==> config.mk <==
export PLATFORM = sky130hd
export DESIGN_NAME = sync_framed_param_deframer_flat
export DESIGN_NICKNAME = d
export VERILOG_FILES = /design/src/dfr_pkg.sv /design/src/dfr_ifs.sv /design/src/dfr_cell.sv /design/src/dfr_seq.sv /design/src/sync_framed_param_deframer.sv /design/src/flat_wrapper.sv
export SDC_FILE = /design/constraint.sdc
export NUM_CORES = 1
export LEC_CHECK = 0
export BUFFER_PORTS_ARGS = -buffer_cell sky130_fd_sc_hd__buf_2
export CORE_MARGIN = 4
export CORE_UTILIZATION = 64
export DETAILED_ROUTE_END_ITERATION = 12
export PLACE_DENSITY = 0.84
export SYNTH_ARGS = -nofsm -noshare
export SYNTH_HDL_FRONTEND = slang
export SYNTH_HIERARCHICAL = 1
export SYNTH_SLANG_ARGS = --single-unit
==> constraint.sdc <==
create_clock -name i_clk -period 35.1 [get_ports i_clk]
set_clock_uncertainty 0.15 [all_clocks]
set_input_delay 1.755 -clock i_clk [delete_from_list [all_inputs] [get_ports i_clk]]
set_output_delay 1.755 -clock i_clk [all_outputs]
set_load 0.03 [all_outputs]
==> src/dfr_pkg.sv <==
// ----------------------------------------------------------------------------
// dfr_pkg
// Shared types and constants of the sync-framed parameter deframer.
// ----------------------------------------------------------------------------
package dfr_pkg;

    // widths fixed by the channel payload
    localparam int MODE_W    = 2;
    localparam int BYTE_W    = 8;
    localparam int WORD_W    = 16;
    localparam int OUTCOME_W = 2;
    localparam int PCNT_W    = 4;

    // default depth of the parameter chain
    localparam int MAX_PARAMS = 10;

    // framing constants
    localparam logic [BYTE_W-1:0] SYNC_FIRST  = 8'hFF;
    localparam logic [BYTE_W-1:0] SYNC_SECOND = 8'hFE;
    localparam logic [WORD_W-1:0] PARAM_END   = 16'hFFFF;
    localparam logic [WORD_W-1:0] IDLE_MAX    = 16'hFFFF;

    // reset value of the idle limit register
    localparam logic [WORD_W-1:0] IDLE_LIMIT_RST = 16'd1000;

    // input beat kinds
    localparam logic [MODE_W-1:0] MODE_BYTE  = 2'd0;
    localparam logic [MODE_W-1:0] MODE_TICK  = 2'd1;
    localparam logic [MODE_W-1:0] MODE_START = 2'd2;

    // result outcome codes
    localparam logic [OUTCOME_W-1:0] OC_OK         = 2'd0;
    localparam logic [OUTCOME_W-1:0] OC_NO_SYNC    = 2'd1;
    localparam logic [OUTCOME_W-1:0] OC_FRAME_TO   = 2'd2;
    localparam logic [OUTCOME_W-1:0] OC_OVERFLOW   = 2'd3;

    // shift command from the sequencer to the cell chain
    typedef struct packed {
        logic              en;
        logic [WORD_W-1:0] data;
    } t_shift;

endpackage

==> src/dfr_ifs.sv <==
// ----------------------------------------------------------------------------
// dfr_ifs
// Valid/ready channels of the deframer: input beats, results, configuration.
// ----------------------------------------------------------------------------
interface dfr_in_if;
    logic                           valid;
    logic                           ready;
    logic [dfr_pkg::MODE_W-1:0]     mode;
    logic [dfr_pkg::BYTE_W-1:0]     rx_byte;

    modport source (output valid, mode, rx_byte, input ready);
    modport sink   (input valid, mode, rx_byte, output ready);
endinterface

interface dfr_out_if;
    logic                           valid;
    logic                           ready;
    logic [dfr_pkg::OUTCOME_W-1:0]  outcome;
    logic [dfr_pkg::BYTE_W-1:0]     status_byte;
    logic [dfr_pkg::BYTE_W-1:0]     command_byte;
    logic [dfr_pkg::BYTE_W-1:0]     check_byte;
    logic                           has_param;
    logic [dfr_pkg::PCNT_W-1:0]     param_index;
    logic [dfr_pkg::WORD_W-1:0]     param_value;
    logic [dfr_pkg::PCNT_W-1:0]     param_count;
    logic                           last;

    modport source (output valid, outcome, status_byte, command_byte, check_byte,
                    has_param, param_index, param_value, param_count, last,
                    input ready);
    modport sink   (input valid, outcome, status_byte, command_byte, check_byte,
                    has_param, param_index, param_value, param_count, last,
                    output ready);
endinterface

interface dfr_cfg_if;
    logic                           valid;
    logic                           ready;
    logic [dfr_pkg::WORD_W-1:0]     data;

    modport source (output valid, data, input ready);
    modport sink   (input valid, data, output ready);
endinterface

==> src/dfr_cell.sv <==
// ----------------------------------------------------------------------------
// dfr_cell
// One stage of the parameter chain: holds a word, takes its neighbor's on shift.
// ----------------------------------------------------------------------------
module dfr_cell (
    input  logic                        i_clk,
    input  logic                        i_shift,
    input  logic [dfr_pkg::WORD_W-1:0]  i_d,
    output logic [dfr_pkg::WORD_W-1:0]  o_q
);

    logic [dfr_pkg::WORD_W-1:0] r_q;

    // word register, loads from the lower neighbor
    always_ff @(posedge i_clk) begin
        if (i_shift) begin
            r_q <= i_d;
        end
    end

    assign o_q = r_q;

endmodule

==> src/dfr_seq.sv <==
// ----------------------------------------------------------------------------
// dfr_seq
// Frame parser and result sequencer: sync hunt, header capture, parameter
// pairing, idle timeout, overflow check and the result run out of the chain.
// ----------------------------------------------------------------------------
module dfr_seq #(
    parameter int MAX_PARAMS = dfr_pkg::MAX_PARAMS,
    parameter int CNT_W      = $clog2(MAX_PARAMS + 1)
) (
    input  logic                        i_clk,
    input  logic                        i_rst_n,
    dfr_in_if.sink                      i_in,
    dfr_out_if.source                   o_out,
    dfr_cfg_if.sink                     i_cfg,
    input  logic [dfr_pkg::WORD_W-1:0]  i_tail,
    output dfr_pkg::t_shift             o_shift
);

    typedef enum logic [1:0] {
        S_RUN,
        S_ALIGN,
        S_EMIT
    } t_state;

    typedef enum logic [2:0] {
        PH_STATUS,
        PH_COMMAND,
        PH_CHECK,
        PH_HIGH,
        PH_LOW
    } t_phase;

    localparam logic [CNT_W-1:0] CNT_MAX  = CNT_W'(MAX_PARAMS);
    localparam logic [CNT_W-1:0] CNT_LAST = CNT_W'(MAX_PARAMS - 1);

    // control state
    t_state                         r_state,   n_state;
    logic                           r_armed,   n_armed;
    logic                           r_synced,  n_synced;
    logic                           r_saw_ff,  n_saw_ff;
    t_phase                         r_phase,   n_phase;
    logic [CNT_W-1:0]               r_count,   n_count;
    logic [CNT_W-1:0]               r_walk,    n_walk;
    logic [dfr_pkg::WORD_W-1:0]     r_idle,    n_idle;
    logic [dfr_pkg::WORD_W-1:0]     r_limit,   n_limit;
    logic                           r_ovalid,  n_ovalid;

    // frame payload
    logic [dfr_pkg::BYTE_W-1:0]     r_hdr_status,  n_hdr_status;
    logic [dfr_pkg::BYTE_W-1:0]     r_hdr_command, n_hdr_command;
    logic [dfr_pkg::BYTE_W-1:0]     r_hdr_check,   n_hdr_check;
    logic [dfr_pkg::BYTE_W-1:0]     r_high,        n_high;

    // result register
    logic [dfr_pkg::OUTCOME_W-1:0]  r_o_outcome,   n_o_outcome;
    logic [dfr_pkg::BYTE_W-1:0]     r_o_status,    n_o_status;
    logic [dfr_pkg::BYTE_W-1:0]     r_o_command,   n_o_command;
    logic [dfr_pkg::BYTE_W-1:0]     r_o_check,     n_o_check;
    logic                           r_o_has,       n_o_has;
    logic [dfr_pkg::PCNT_W-1:0]     r_o_index,     n_o_index;
    logic [dfr_pkg::WORD_W-1:0]     r_o_value,     n_o_value;
    logic [dfr_pkg::PCNT_W-1:0]     r_o_count,     n_o_count;
    logic                           r_o_last,      n_o_last;

    logic                           out_free;
    logic                           in_ready;
    logic                           in_fire;
    logic [dfr_pkg::WORD_W-1:0]     idle_inc;
    logic [dfr_pkg::WORD_W-1:0]     pair;
    dfr_pkg::t_shift                shift;

    // handshake
    assign out_free    = !r_ovalid || o_out.ready;
    assign in_ready    = (r_state == S_RUN) && out_free;
    assign in_fire     = i_in.valid && in_ready;
    assign i_in.ready  = in_ready;
    assign i_cfg.ready = 1'b1;

    // saturating idle count and assembled parameter word
    assign idle_inc = (r_idle == dfr_pkg::IDLE_MAX) ? r_idle : r_idle + 16'd1;
    assign pair     = {r_high, i_in.rx_byte};

    // next-state logic
    always_comb begin
        n_state       = r_state;
        n_armed       = r_armed;
        n_synced      = r_synced;
        n_saw_ff      = r_saw_ff;
        n_phase       = r_phase;
        n_count       = r_count;
        n_walk        = r_walk;
        n_idle        = r_idle;
        n_limit       = r_limit;
        n_ovalid      = r_ovalid;
        n_hdr_status  = r_hdr_status;
        n_hdr_command = r_hdr_command;
        n_hdr_check   = r_hdr_check;
        n_high        = r_high;
        n_o_outcome   = r_o_outcome;
        n_o_status    = r_o_status;
        n_o_command   = r_o_command;
        n_o_check     = r_o_check;
        n_o_has       = r_o_has;
        n_o_index     = r_o_index;
        n_o_value     = r_o_value;
        n_o_count     = r_o_count;
        n_o_last      = r_o_last;
        shift.en      = 1'b0;
        shift.data    = '0;

        if (i_cfg.valid) begin
            n_limit = i_cfg.data;
        end

        if (r_ovalid && o_out.ready) begin
            n_ovalid = 1'b0;
        end

        case (r_state)
            S_RUN: begin
                if (in_fire) begin
                    case (i_in.mode)
                        dfr_pkg::MODE_START: begin
                            n_armed  = 1'b1;
                            n_synced = 1'b0;
                            n_saw_ff = 1'b0;
                            n_phase  = PH_STATUS;
                            n_count  = '0;
                            n_idle   = '0;
                        end
                        dfr_pkg::MODE_TICK: begin
                            if (r_armed) begin
                                n_idle = idle_inc;
                                // idle timeout, error beat and disarm
                                if (idle_inc >= r_limit) begin
                                    n_ovalid    = 1'b1;
                                    n_o_outcome = r_synced ? dfr_pkg::OC_FRAME_TO
                                                           : dfr_pkg::OC_NO_SYNC;
                                    n_o_status  = '0;
                                    n_o_command = '0;
                                    n_o_check   = '0;
                                    n_o_has     = 1'b0;
                                    n_o_index   = '0;
                                    n_o_value   = '0;
                                    n_o_count   = '0;
                                    n_o_last    = 1'b1;
                                    n_armed     = 1'b0;
                                    n_synced    = 1'b0;
                                    n_saw_ff    = 1'b0;
                                    n_phase     = PH_STATUS;
                                    n_count     = '0;
                                    n_idle      = '0;
                                end
                            end
                        end
                        dfr_pkg::MODE_BYTE: begin
                            if (r_armed) begin
                                n_idle = '0;
                                if (!r_synced) begin
                                    // sync hunt
                                    if (i_in.rx_byte == dfr_pkg::SYNC_FIRST) begin
                                        n_saw_ff = 1'b1;
                                    end else if (r_saw_ff &&
                                                 i_in.rx_byte == dfr_pkg::SYNC_SECOND) begin
                                        n_synced = 1'b1;
                                        n_phase  = PH_STATUS;
                                    end else begin
                                        n_saw_ff = 1'b0;
                                    end
                                end else begin
                                    case (r_phase)
                                        PH_STATUS: begin
                                            n_hdr_status = i_in.rx_byte;
                                            n_phase      = PH_COMMAND;
                                        end
                                        PH_COMMAND: begin
                                            n_hdr_command = i_in.rx_byte;
                                            n_phase       = PH_CHECK;
                                        end
                                        PH_CHECK: begin
                                            n_hdr_check = i_in.rx_byte;
                                            n_phase     = PH_HIGH;
                                        end
                                        PH_HIGH: begin
                                            n_high  = i_in.rx_byte;
                                            n_phase = PH_LOW;
                                        end
                                        PH_LOW: begin
                                            n_phase = PH_HIGH;
                                            if (pair != dfr_pkg::PARAM_END) begin
                                                if (r_count >= CNT_MAX) begin
                                                    // overflow error beat
                                                    n_ovalid    = 1'b1;
                                                    n_o_outcome = dfr_pkg::OC_OVERFLOW;
                                                    n_o_status  = '0;
                                                    n_o_command = '0;
                                                    n_o_check   = '0;
                                                    n_o_has     = 1'b0;
                                                    n_o_index   = '0;
                                                    n_o_value   = '0;
                                                    n_o_count   = '0;
                                                    n_o_last    = 1'b1;
                                                    n_armed     = 1'b0;
                                                    n_synced    = 1'b0;
                                                    n_saw_ff    = 1'b0;
                                                    n_phase     = PH_STATUS;
                                                    n_count     = '0;
                                                end else begin
                                                    // push the word into the chain
                                                    shift.en   = 1'b1;
                                                    shift.data = pair;
                                                    n_count    = r_count + 1'b1;
                                                end
                                            end else if (r_count == '0) begin
                                                // empty frame, one beat
                                                n_ovalid    = 1'b1;
                                                n_o_outcome = dfr_pkg::OC_OK;
                                                n_o_status  = r_hdr_status;
                                                n_o_command = r_hdr_command;
                                                n_o_check   = r_hdr_check;
                                                n_o_has     = 1'b0;
                                                n_o_index   = '0;
                                                n_o_value   = '0;
                                                n_o_count   = '0;
                                                n_o_last    = 1'b1;
                                                n_armed     = 1'b0;
                                                n_synced    = 1'b0;
                                                n_saw_ff    = 1'b0;
                                                n_phase     = PH_STATUS;
                                            end else begin
                                                // frame end, walk oldest word to the tail
                                                n_walk  = (r_count == CNT_MAX) ? '0 : r_count;
                                                n_state = (r_count == CNT_MAX) ? S_EMIT
                                                                               : S_ALIGN;
                                            end
                                        end
                                        default: begin
                                            n_phase = PH_STATUS;
                                        end
                                    endcase
                                end
                            end
                        end
                        default: begin
                        end
                    endcase
                end
            end

            S_ALIGN: begin
                shift.en = 1'b1;
                n_walk   = r_walk + 1'b1;
                if (r_walk == CNT_LAST) begin
                    n_walk  = '0;
                    n_state = S_EMIT;
                end
            end

            S_EMIT: begin
                // r_walk counts emitted parameters here
                if (out_free) begin
                    shift.en    = 1'b1;
                    n_ovalid    = 1'b1;
                    n_o_outcome = dfr_pkg::OC_OK;
                    n_o_status  = r_hdr_status;
                    n_o_command = r_hdr_command;
                    n_o_check   = r_hdr_check;
                    n_o_has     = 1'b1;
                    n_o_index   = dfr_pkg::PCNT_W'(r_walk);
                    n_o_value   = i_tail;
                    n_o_count   = dfr_pkg::PCNT_W'(r_count);
                    n_o_last    = (r_walk + 1'b1 == r_count);
                    n_walk      = r_walk + 1'b1;
                    if (r_walk + 1'b1 == r_count) begin
                        n_state  = S_RUN;
                        n_walk   = '0;
                        n_armed  = 1'b0;
                        n_synced = 1'b0;
                        n_saw_ff = 1'b0;
                        n_phase  = PH_STATUS;
                        n_count  = '0;
                        n_idle   = '0;
                    end
                end
            end

            default: begin
                n_state = S_RUN;
            end
        endcase
    end

    // state and registered outputs
    always_ff @(posedge i_clk) begin
        if (!i_rst_n) begin
            r_state  <= S_RUN;
            r_armed  <= 1'b0;
            r_synced <= 1'b0;
            r_saw_ff <= 1'b0;
            r_phase  <= PH_STATUS;
            r_count  <= '0;
            r_walk   <= '0;
            r_idle   <= '0;
            r_limit  <= dfr_pkg::IDLE_LIMIT_RST;
            r_ovalid <= 1'b0;
        end else begin
            r_state       <= n_state;
            r_armed       <= n_armed;
            r_synced      <= n_synced;
            r_saw_ff      <= n_saw_ff;
            r_phase       <= n_phase;
            r_count       <= n_count;
            r_walk        <= n_walk;
            r_idle        <= n_idle;
            r_limit       <= n_limit;
            r_ovalid      <= n_ovalid;
            r_hdr_status  <= n_hdr_status;
            r_hdr_command <= n_hdr_command;
            r_hdr_check   <= n_hdr_check;
            r_high        <= n_high;
            r_o_outcome   <= n_o_outcome;
            r_o_status    <= n_o_status;
            r_o_command   <= n_o_command;
            r_o_check     <= n_o_check;
            r_o_has       <= n_o_has;
            r_o_index     <= n_o_index;
            r_o_value     <= n_o_value;
            r_o_count     <= n_o_count;
            r_o_last      <= n_o_last;
        end
    end

    // result channel
    assign o_out.valid        = r_ovalid;
    assign o_out.outcome      = r_o_outcome;
    assign o_out.status_byte  = r_o_status;
    assign o_out.command_byte = r_o_command;
    assign o_out.check_byte   = r_o_check;
    assign o_out.has_param    = r_o_has;
    assign o_out.param_index  = r_o_index;
    assign o_out.param_value  = r_o_value;
    assign o_out.param_count  = r_o_count;
    assign o_out.last         = r_o_last;

    assign o_shift = shift;

endmodule

==> src/sync_framed_param_deframer.sv <==
// ----------------------------------------------------------------------------
// sync_framed_param_deframer
// Hunts for the 0xFF 0xFE sync pair, captures a three-byte header and 16-bit
// parameters to the 0xFFFF terminator; emits one result per parameter, one if none.
//
//   channel   dir  handshake             payload
//   i_in      in   valid / ready         mode, rx_byte
//   o_out     out  valid / ready         outcome, header bytes, param fields, last
//   i_cfg     in   valid / ready (=1)    data -> idle_limit
//
// A result beat leaves through an output register, and no input beat is taken
// while that register holds a beat that o_out does not take in the same cycle.
// At frame end the cell chain first shifts until the oldest word reaches the
// tail, then emits one beat per cycle as o_out allows; no input beat is taken
// during that run. MAX_PARAMS range is 1 to 15.
// Reset is synchronous and active low.
// ----------------------------------------------------------------------------
module sync_framed_param_deframer #(
    parameter int MAX_PARAMS = dfr_pkg::MAX_PARAMS
) (
    input  logic        i_clk,
    input  logic        i_rst_n,
    dfr_in_if.sink      i_in,
    dfr_out_if.source   o_out,
    dfr_cfg_if.sink     i_cfg
);

    localparam int CNT_W = $clog2(MAX_PARAMS + 1);

    dfr_pkg::t_shift            shift;
    logic [dfr_pkg::WORD_W-1:0] cell_q [MAX_PARAMS];

    // parser and sequencer
    dfr_seq #(
        .MAX_PARAMS (MAX_PARAMS),
        .CNT_W      (CNT_W)
    ) u_seq (
        .i_clk   (i_clk),
        .i_rst_n (i_rst_n),
        .i_in    (i_in),
        .o_out   (o_out),
        .i_cfg   (i_cfg),
        .i_tail  (cell_q[MAX_PARAMS-1]),
        .o_shift (shift)
    );

    // parameter chain, new words enter at cell 0 and move toward the tail
    for (genvar g = 0; g < MAX_PARAMS; g++) begin : g_cell
        if (g == 0) begin : g_head
            dfr_cell u_cell (
                .i_clk   (i_clk),
                .i_shift (shift.en),
                .i_d     (shift.data),
                .o_q     (cell_q[g])
            );
        end else begin : g_body
            dfr_cell u_cell (
                .i_clk   (i_clk),
                .i_shift (shift.en),
                .i_d     (cell_q[g-1]),
                .o_q     (cell_q[g])
            );
        end
    end

endmodule

==> src/flat_wrapper.sv <==
// flat-port wrapper written by rule: the top's interface ports become plain ports
module sync_framed_param_deframer_flat 
#(
    parameter int MAX_PARAMS = dfr_pkg::MAX_PARAMS
)
  (i_clk, i_rst_n, i_in_valid, i_in_mode, i_in_rx_byte, i_in_ready, o_out_valid, o_out_outcome, o_out_status_byte, o_out_command_byte, o_out_check_byte, o_out_has_param, o_out_param_index, o_out_param_value, o_out_param_count, o_out_last, o_out_ready, i_cfg_valid, i_cfg_data, i_cfg_ready);
  dfr_in_if i_in_i ();
  dfr_out_if o_out_i ();
  dfr_cfg_if i_cfg_i ();
  input  logic i_clk;
  input  logic i_rst_n;
  input wire logic [$bits(i_in_i.valid)-1:0] i_in_valid;
  input wire logic [$bits(i_in_i.mode)-1:0] i_in_mode;
  input wire logic [$bits(i_in_i.rx_byte)-1:0] i_in_rx_byte;
  output wire logic [$bits(i_in_i.ready)-1:0] i_in_ready;
  output wire logic [$bits(o_out_i.valid)-1:0] o_out_valid;
  output wire logic [$bits(o_out_i.outcome)-1:0] o_out_outcome;
  output wire logic [$bits(o_out_i.status_byte)-1:0] o_out_status_byte;
  output wire logic [$bits(o_out_i.command_byte)-1:0] o_out_command_byte;
  output wire logic [$bits(o_out_i.check_byte)-1:0] o_out_check_byte;
  output wire logic [$bits(o_out_i.has_param)-1:0] o_out_has_param;
  output wire logic [$bits(o_out_i.param_index)-1:0] o_out_param_index;
  output wire logic [$bits(o_out_i.param_value)-1:0] o_out_param_value;
  output wire logic [$bits(o_out_i.param_count)-1:0] o_out_param_count;
  output wire logic [$bits(o_out_i.last)-1:0] o_out_last;
  input wire logic [$bits(o_out_i.ready)-1:0] o_out_ready;
  input wire logic [$bits(i_cfg_i.valid)-1:0] i_cfg_valid;
  input wire logic [$bits(i_cfg_i.data)-1:0] i_cfg_data;
  output wire logic [$bits(i_cfg_i.ready)-1:0] i_cfg_ready;
  assign i_in_i.valid = i_in_valid;
  assign i_in_i.mode = i_in_mode;
  assign i_in_i.rx_byte = i_in_rx_byte;
  assign i_in_ready = i_in_i.ready;
  assign o_out_valid = o_out_i.valid;
  assign o_out_outcome = o_out_i.outcome;
  assign o_out_status_byte = o_out_i.status_byte;
  assign o_out_command_byte = o_out_i.command_byte;
  assign o_out_check_byte = o_out_i.check_byte;
  assign o_out_has_param = o_out_i.has_param;
  assign o_out_param_index = o_out_i.param_index;
  assign o_out_param_value = o_out_i.param_value;
  assign o_out_param_count = o_out_i.param_count;
  assign o_out_last = o_out_i.last;
  assign o_out_i.ready = o_out_ready;
  assign i_cfg_i.valid = i_cfg_valid;
  assign i_cfg_i.data = i_cfg_data;
  assign i_cfg_ready = i_cfg_i.ready;
  sync_framed_param_deframer #(.MAX_PARAMS(MAX_PARAMS)) u_core (.i_clk(i_clk), .i_rst_n(i_rst_n), .i_in(i_in_i), .o_out(o_out_i), .i_cfg(i_cfg_i));
endmodule
* After elaboration in Yosys (flattened, before gate mapping)
Cells that the tools add are included.
Cells by class: $add $sub $neg 3, order comparisons 2, equal/unequal tests 41, muxes and demuxes 200, bitwise operators 7, reduce and logical (&&, ||, !) cells 26
Operator list (count):
- $mux 16 | 17
- $mux 8 | 24
- $mux 4 | 30
- $mux 17 | 7
- $pmux 16 s2 | 3
- $pmux 8 s2 | 6
- $mux 1 | 53
- $mux 2 | 24
- $pmux 16 s3 | 1
- $reduce_and 7->1 | 5
- $pmux 4 s2 | 4
- $mux 3 | 10
- $pmux 4 s3 | 2
- $reduce_and 12->1 | 2
- $ne 4x4->1 const B | 5
- $reduce_and 10->1 | 2
- $ne 3x3->1 const B | 6
- $pmux 1 s2 | 9
- $add 16x1->16 const B | 1
- $eq 16x16->1 const B | 1
- $eq 8x8->1 const B | 2
- $ge 16x16->1 | 1
- $ne 16x16->1 const B | 1
- $ne 2x2->1 const B | 8
- 33 further kinds | 55
Storage, ports and cells: register bits after elaboration 293, logic and storage cells 312

* Logic depth before layout (Yosys ltp)
depth after elaboration 10, mapped depth 14, mapped depth without buffers 13

* Cells and area by module
Netlist, hierarchy kept.
By module, submodules not included:
- dfr_seq | instances 1, cells an instance 612, area an instance 6616.3 um^2
- dfr_cell | instances 10, cells an instance 16, area an instance 480.5 um^2

* Least setup slack after synthesis
No wires, ideal clock.
path kind input-to-reg, start input i_in_rx_byte[7], end register u_core.u_seq.r_o_check (netlist bit u_core/u_seq/o_out.check_byte[0]) (enable), setup time 0.739 ns, arrival time 11.174 ns, required time 34.211 ns, path slack 23.037 ns, stages 6, cells stage by stage nand4_1 > nor4_2 > mux2i_1 > nand3b_1 > a21boi_0 > a2111oi_0
On the way: cells in the longest elaborated chain, start to end 3, elaborated cells on any way between the ends 4, classes of those cells eq/ne (3); reduce/logical (1)
RTL lines:
- start: declaration | RTL line flat_wrapper.sv:14 | input wire logic [$bits(i_in_i.rx_byte)-1:0] i_in_rx_byte;
- $ne 16x16->1 * | RTL line dfr_seq.sv:190 | if (pair != dfr_pkg::PARAM_END) begin
- $ne 4x4->1 (no source line)
- $reduce_and 12->1 (no source line) *
- end signal: assignment | RTL line dfr_seq.sv:324 | r_o_check <= n_o_check;
- end: declaration | RTL line dfr_seq.sv:58 | logic [dfr_pkg::BYTE_W-1:0] r_o_check, n_o_check;
Every way passes the cells marked *; elsewhere a longest branch is shown, timed or not. A chain may end at the register's enable or synchronous reset.

* Worst setup path after layout
start register u_core/u_seq/r_idle[3] in the netlist's numbering, end register u_core.u_seq.r_phase[2]
On the way: cells in the longest elaborated chain, start to end 5, elaborated cells on any way between the ends 6, classes of those cells add/sub (1); order compare (1); eq/ne (2); mux (1); reduce/logical (1)
RTL lines:
- start: declaration | RTL line dfr_seq.sv:44 | logic [dfr_pkg::WORD_W-1:0] r_idle, n_idle;
- start signal: assignment | RTL line dfr_seq.sv:314 | r_idle <= n_idle;
- $add 16x1->16 / $eq 16x16->1 (equally long branches) | RTL line dfr_seq.sv:80 | assign idle_inc = (r_idle == dfr_pkg::IDLE_MAX) ? r_idle : r_idle + 16'd1;
- $mux 16 * | RTL line dfr_seq.sv:80
- $ge 16x16->1 * | RTL line dfr_seq.sv:135 | if (idle_inc >= r_limit) begin
- $ne 3x3->1 (no source line) *
- $reduce_and 10->1 (no source line) *
- end signal: assignment | RTL line dfr_seq.sv:311 | r_phase <= n_phase;
- end: declaration | RTL line dfr_seq.sv:41 | t_phase r_phase, n_phase;
Marks and branches as above.

==> run_summary.xml <==
<?xml version="1.0" encoding="UTF-8"?>
<metrics>
  <group name="pwr">
    <metric name="power_per_cell_area" unit="nW/um^2">52.1</metric>
    <metric name="vdd.ir_drop.worst" unit="V">0.0000479</metric>
    <metric name="power.static_leakage" unit="nW">3.97</metric>
    <metric name="power_consumption" unit="W">0.000672</metric>
  </group>
  <group name="critical_path">
    <metric name="worst-r2r-cell-count" unit="">11</metric>
    <metric name="crit_type" unit="">flop to flop</metric>
    <metric name="reg2reg_setup_slack" unit="ns">29.74</metric>
    <metric name="critPathLaunchType" unit="">flop</metric>
    <metric name="crit_path_end_kind" unit="">flop</metric>
    <metric name="crit_path_cell_trace" unit="">nand4_1, nor4_4, nand2_1, mux2_2, ha_1, nor2b_1, o211a_1, o311ai_0, nand4b_1, o211ai_1, mux2i_1</metric>
    <metric name="cpMaxStageDelayCell" unit="">sky130_fd_sc_hd__nand4b_1</metric>
    <metric name="critical-path-max-stage-delay" unit="ns">0.99</metric>
    <metric name="worstReg2RegStart" unit="">u_core/u_seq/r_idle[3]$_SDFFE_PN0P_</metric>
    <metric name="timing.critical_path.fanout_max" unit="">22</metric>
    <metric name="regToRegEndpoint" unit="">u_core/u_seq/r_phase[2]$_SDFFE_PN0P_</metric>
    <metric name="cp_data_required_time" unit="ns">35.40</metric>
    <metric name="crit_arrival" unit="ns">5.66</metric>
  </group>
  <group name="timing">
    <metric name="max_slew_margin" unit="%">10.9</metric>
    <metric name="rsz_0062_raised_after_global_routing" unit="">no</metric>
    <metric name="worst_slack" unit="ns">29.74</metric>
    <metric name="fmax" unit="GHz">0.187</metric>
    <metric name="tns" unit="ns">0</metric>
    <metric name="final_min_period_over_clock_period" unit="%">15.3</metric>
    <metric name="worst_slew_pin_slew" unit="ns">1.33</metric>
    <metric name="finalWorstPathRequiredPeriod" unit="ns">5.36</metric>
    <metric name="final_max_slew_viols" unit="">0</metric>
    <metric name="report.final.hold_viol_count" unit="">0</metric>
    <metric name="finalSetupViolations" unit="">0</metric>
  </group>
  <group name="clock_network">
    <metric name="htree_num_levels" unit="">1</metric>
    <metric name="cts_setup_buffers" unit="">0</metric>
    <metric name="clock_path_buffers" unit="">3</metric>
    <metric name="path_clk_slew" unit="ns">0.06</metric>
    <metric name="cts_inserted_buffers" unit="">27</metric>
    <metric name="clk_latency" unit="ns">0.54</metric>
    <metric name="post_cts_hold_buffer_count" unit="">0</metric>
    <metric name="cts.sink_count" unit="">293</metric>
    <metric name="tritoncts" unit="">done</metric>
    <metric name="post_cts_resized" unit="">0</metric>
    <metric name="cts.root.buffer_cell" unit="">sky130_fd_sc_hd__clkbuf_16</metric>
  </group>
  <group name="placed_design">
    <metric name="dp_hpwl" unit="um">12700</metric>
    <metric name="pre_cts_ws" unit="ns">29.27</metric>
    <metric name="globalplace.congestion" unit="">0.930</metric>
    <metric name="io_buffers" unit="">84</metric>
    <metric name="place_inst" unit="">1054</metric>
  </group>
  <group name="min_path">
    <metric name="hold_class" unit="">flop to flop</metric>
    <metric name="whs_endpoint" unit="">u_core/g_cell[8].g_body.u_cell/o_q[4]$_DFFE_PP_</metric>
    <metric name="holdPathStages" unit="">0</metric>
    <metric name="holdCritStartpoint" unit="">u_core/g_cell[7].g_body.u_cell/o_q[4]$_DFFE_PP_</metric>
  </group>
  <group name="grt">
    <metric name="grt_pass1_vias" unit="">6483</metric>
    <metric name="gr-usage-met3" unit="%">3.98</metric>
    <metric name="grt_overflow" unit="">0</metric>
    <metric name="antenna_found_initial" unit="">0</metric>
    <metric name="grt_most_used_layer" unit="">met2</metric>
    <metric name="grt_use_total" unit="%">20.7</metric>
    <metric name="met2_usage" unit="%">32.8</metric>
    <metric name="grt_start_max_net_pins" unit="">104</metric>
    <metric name="first_pass_grt_wire_length" unit="um">33100</metric>
    <metric name="grt_util_met1" unit="%">29.4</metric>
  </group>
  <group name="cells_and_area">
    <metric name="register_area" unit="um^2">8310</metric>
    <metric name="antenna_cells" unit="">0</metric>
    <metric name="layout-drive-gt1-share" unit="%">16.5</metric>
    <metric name="filler_cell_count" unit="">1042</metric>
    <metric name="area_of_the_multi_input_gates" unit="um^2">2850</metric>
    <metric name="post-route-util" unit="%">74.0</metric>
    <metric name="layoutNonFillerInstCount" unit="">1103</metric>
    <metric name="area_growth_syn_to_layout" unit="%">12.8</metric>
    <metric name="finish.net_count" unit="">915</metric>
  </group>
  <group name="floorplanning">
    <metric name="count_of_boundary_i_o_pins" unit="">86</metric>
    <metric name="vertical_extent_of_the_die" unit="um">142</metric>
    <metric name="initial_core_util" unit="%">65.6</metric>
    <metric name="core_region_area" unit="um^2">17400</metric>
    <metric name="floorplan.die.width" unit="um">142</metric>
    <metric name="fp-row-count" unit="">48</metric>
    <metric name="dieArea" unit="um^2">20000</metric>
  </group>
  <group name="logic_synthesis">
    <metric name="ys_dominant_reg_cell" unit="">sky130_fd_sc_hd__edfxtp_1</metric>
    <metric name="postSynthAreaPerCell" unit="um^2">14.8</metric>
    <metric name="synth-edff-count" unit="">244</metric>
    <metric name="syn-cell-area" unit="um^2">11400</metric>
    <metric name="async_flop_share" unit="%">0</metric>
    <metric name="synth_cell_type_count" unit="">65</metric>
    <metric name="cells_taking_the_most_area_after_synthesis" unit="">sky130_fd_sc_hd__edfxtp_1 64%, sky130_fd_sc_hd__dfxtp_1 8.6%, sky130_fd_sc_hd__ha_1 2.8%</metric>
    <metric name="synthesis.nets" unit="">829</metric>
    <metric name="synth-seq-cells" unit="">293</metric>
    <metric name="ys_seq_area_share" unit="%">72.7</metric>
    <metric name="synth.top_cell.area_share" unit="%">64.2</metric>
    <metric name="postSynthCellCount" unit="">772</metric>
    <metric name="yosys_warnings" unit="">6</metric>
    <metric name="synth_area_leader_cell" unit="">sky130_fd_sc_hd__edfxtp_1</metric>
  </group>
  <group name="route">
    <metric name="drt_wl_total" unit="um">20400</metric>
    <metric name="vias_per_cell" unit="">5.87</metric>
    <metric name="vias" unit="">6471</metric>
    <metric name="detailedRoute.firstPassIterationCount" unit="">5</metric>
    <metric name="routedWlPerCell" unit="um">18.5</metric>
    <metric name="drt_iter0_markers" unit="">548</metric>
    <metric name="route.antenna.remaining_nets" unit="">0</metric>
    <metric name="post-route-drc-count" unit="">0</metric>
  </group>
  <group name="job">
    <metric name="max_cap_viol_count" unit="">0</metric>
  </group>
  <group name="status">
    <metric name="status" unit="">complete, no violations</metric>
  </group>
</metrics>
-- kinds of logic (layout without fill, tap and decap cells) --
kind of cell,after synthesis,in the layout,share of synthesized area [%]
fa+ha+maj,26,26,2.85
simple gates,244,244,12.3
xor+xnor,16,16,1.36
compound gates,100,100,6.28
mux,22,22,1.94
other cells,1,1,0.0328
buf+inv,70,176,2.49
flops,293,293,72.7
-- cell usage after synthesis (4+ instances only) --
master / n
sky130_fd_sc_hd__edfxtp_1: 244
sky130_fd_sc_hd__and2_1: 51
sky130_fd_sc_hd__dfxtp_1: 49
sky130_fd_sc_hd__nand2_1: 49
sky130_fd_sc_hd__nor2b_1: 41
sky130_fd_sc_hd__inv_1: 35
sky130_fd_sc_hd__ha_1: 26
sky130_fd_sc_hd__clkbuf_1: 25
sky130_fd_sc_hd__mux2i_1: 21
sky130_fd_sc_hd__nor2_1: 21
sky130_fd_sc_hd__nand3_1: 17
sky130_fd_sc_hd__o21ai_0: 15
sky130_fd_sc_hd__a21oi_1: 13
sky130_fd_sc_hd__o211ai_1: 9
sky130_fd_sc_hd__o31ai_1: 9
sky130_fd_sc_hd__xor2_1: 9
sky130_fd_sc_hd__nand4_1: 8
sky130_fd_sc_hd__nor3_1: 8
sky130_fd_sc_hd__nor4b_1: 8
sky130_fd_sc_hd__a32o_1: 7
sky130_fd_sc_hd__o21a_1: 6
sky130_fd_sc_hd__a211oi_1: 5
sky130_fd_sc_hd__a21boi_1: 5
sky130_fd_sc_hd__and3_1: 5
sky130_fd_sc_hd__buf_2: 5
sky130_fd_sc_hd__nand2b_1: 5
sky130_fd_sc_hd__nor3b_1: 5
sky130_fd_sc_hd__or4_1: 5
sky130_fd_sc_hd__xnor2_1: 5
sky130_fd_sc_hd__a21boi_0: 4
sky130_fd_sc_hd__a31o_2: 4
sky130_fd_sc_hd__and3b_1: 4
-- critical path, delay by kind of cell, from the launching register on --
kind	cells	cell delay [ns]
fa+ha+maj	1	0.29
mux	2	0.62
compound gates	3	1.71
simple gates	5	2.05
flops	1	0.46
-- routing by layer --
| layer | part of all wire, % | wire (um) |
|---|---|---|
| met5 | 0 | 0 |
| met4 | 2.4 | 488 |
| met3 | 8.1 | 1660 |
| met2 | 47 | 9600 |
| met1 | 42 | 8640 |
-- cell usage in the layout (no fill, tap or decap), types with 13 or more instances in the layout --
cell type and n:
sky130_fd_sc_hd__edfxtp_1 244, sky130_fd_sc_hd__buf_2 84, sky130_fd_sc_hd__and2_1 51, sky130_fd_sc_hd__nand2_1 49
sky130_fd_sc_hd__dfxtp_1 49, sky130_fd_sc_hd__nor2b_1 41, sky130_fd_sc_hd__inv_1 35, sky130_fd_sc_hd__clkbuf_16 27
sky130_fd_sc_hd__ha_1 26, sky130_fd_sc_hd__mux2i_1 21, sky130_fd_sc_hd__nor2_1 20, sky130_fd_sc_hd__nand3_1 17
sky130_fd_sc_hd__o21ai_0 15, sky130_fd_sc_hd__a21oi_1 13
-- state kept, by name, indices dropped and copies added (netlist names), 4 cells and up --
signal and cells:
u_core/u_seq/r_hdr_command 8, u_core/u_seq/o_out.param_value 16, u_core/u_seq/o_out.status_byte 8, u_core/u_seq/o_out.check_byte 8
u_core/u_seq/r_high 8, u_core/u_seq/r_count 4, u_core/u_seq/r_hdr_status 8, u_core/u_seq/o_out.command_byte 8
u_core/g_cell.g_head.u_cell/o_q 16, u_core/g_cell.g_body.u_cell/o_q 144, u_core/u_seq/r_limit 16, u_core/u_seq/r_hdr_check 8
u_core/u_seq/r_idle 16, u_core/u_seq/r_walk 4, u_core/u_seq/o_out.param_count 4, u_core/u_seq/o_out.param_index 4
-- area by class of cell --
type / instances / area share [%]
Multi-Input combinational cell: 409 / 22.1
Sequential cell: 293 / 64.5
Clock buffer: 34 / 5.45
Tap cell: 225 / 2.18
Timing Repair Buffer: 91 / 3.67
Clock inverter: 15 / 1.08
Inverter: 36 / 1.05
-- where the power goes --
group | total, W | internal, W | switching (W)
sequential | 0.000376 | 0.000374 | 0.00000130
combinational | 0.0000180 | 0.00000608 | 0.0000119
clock | 0.000278 | 0.000157 | 0.000121
total | 0.000672 | 0.000537 | 0.000134
-- stage by stage --
step           hold slack, ns  area, um^2
6_report                0.259       12900
3_5_place_dp            0.255       12000
4_1_cts                 0.255       12900
5_1_grt                 0.266       12900
3_3_place_gp            0.250       12000
2_1_floorplan           0.250       11400
-- how the worst max path moves through the flow --
stage | from | endpoint | slack (ns)
6_report | u_core/u_seq/r_idle[3]$_SDFFE_PN0P_ | u_core/u_seq/r_phase[2]$_SDFFE_PN0P_ | 29.74
4_1_cts | i_in_mode[1] | u_core/g_cell[6].g_body.u_cell/o_q[1]$_DFFE_PP_ | 29.81
5_1_grt | u_core/u_seq/r_idle[3]$_SDFFE_PN0P_ | u_core/u_seq/r_phase[2]$_SDFFE_PN0P_ | 29.32
3_3_place_gp | i_in_mode[1] | u_core/g_cell[8].g_body.u_cell/o_q[0]$_DFFE_PP_ | 29.39
3_5_place_dp | i_in_mode[1] | u_core/g_cell[9].g_body.u_cell/o_q[0]$_DFFE_PP_ | 29.27
2_1_floorplan | i_in_rx_byte[7] | u_core/u_seq/o_out.check_byte[0]$_DFFE_PP_ | 23.04
Power figures use the tool's default switching activity.
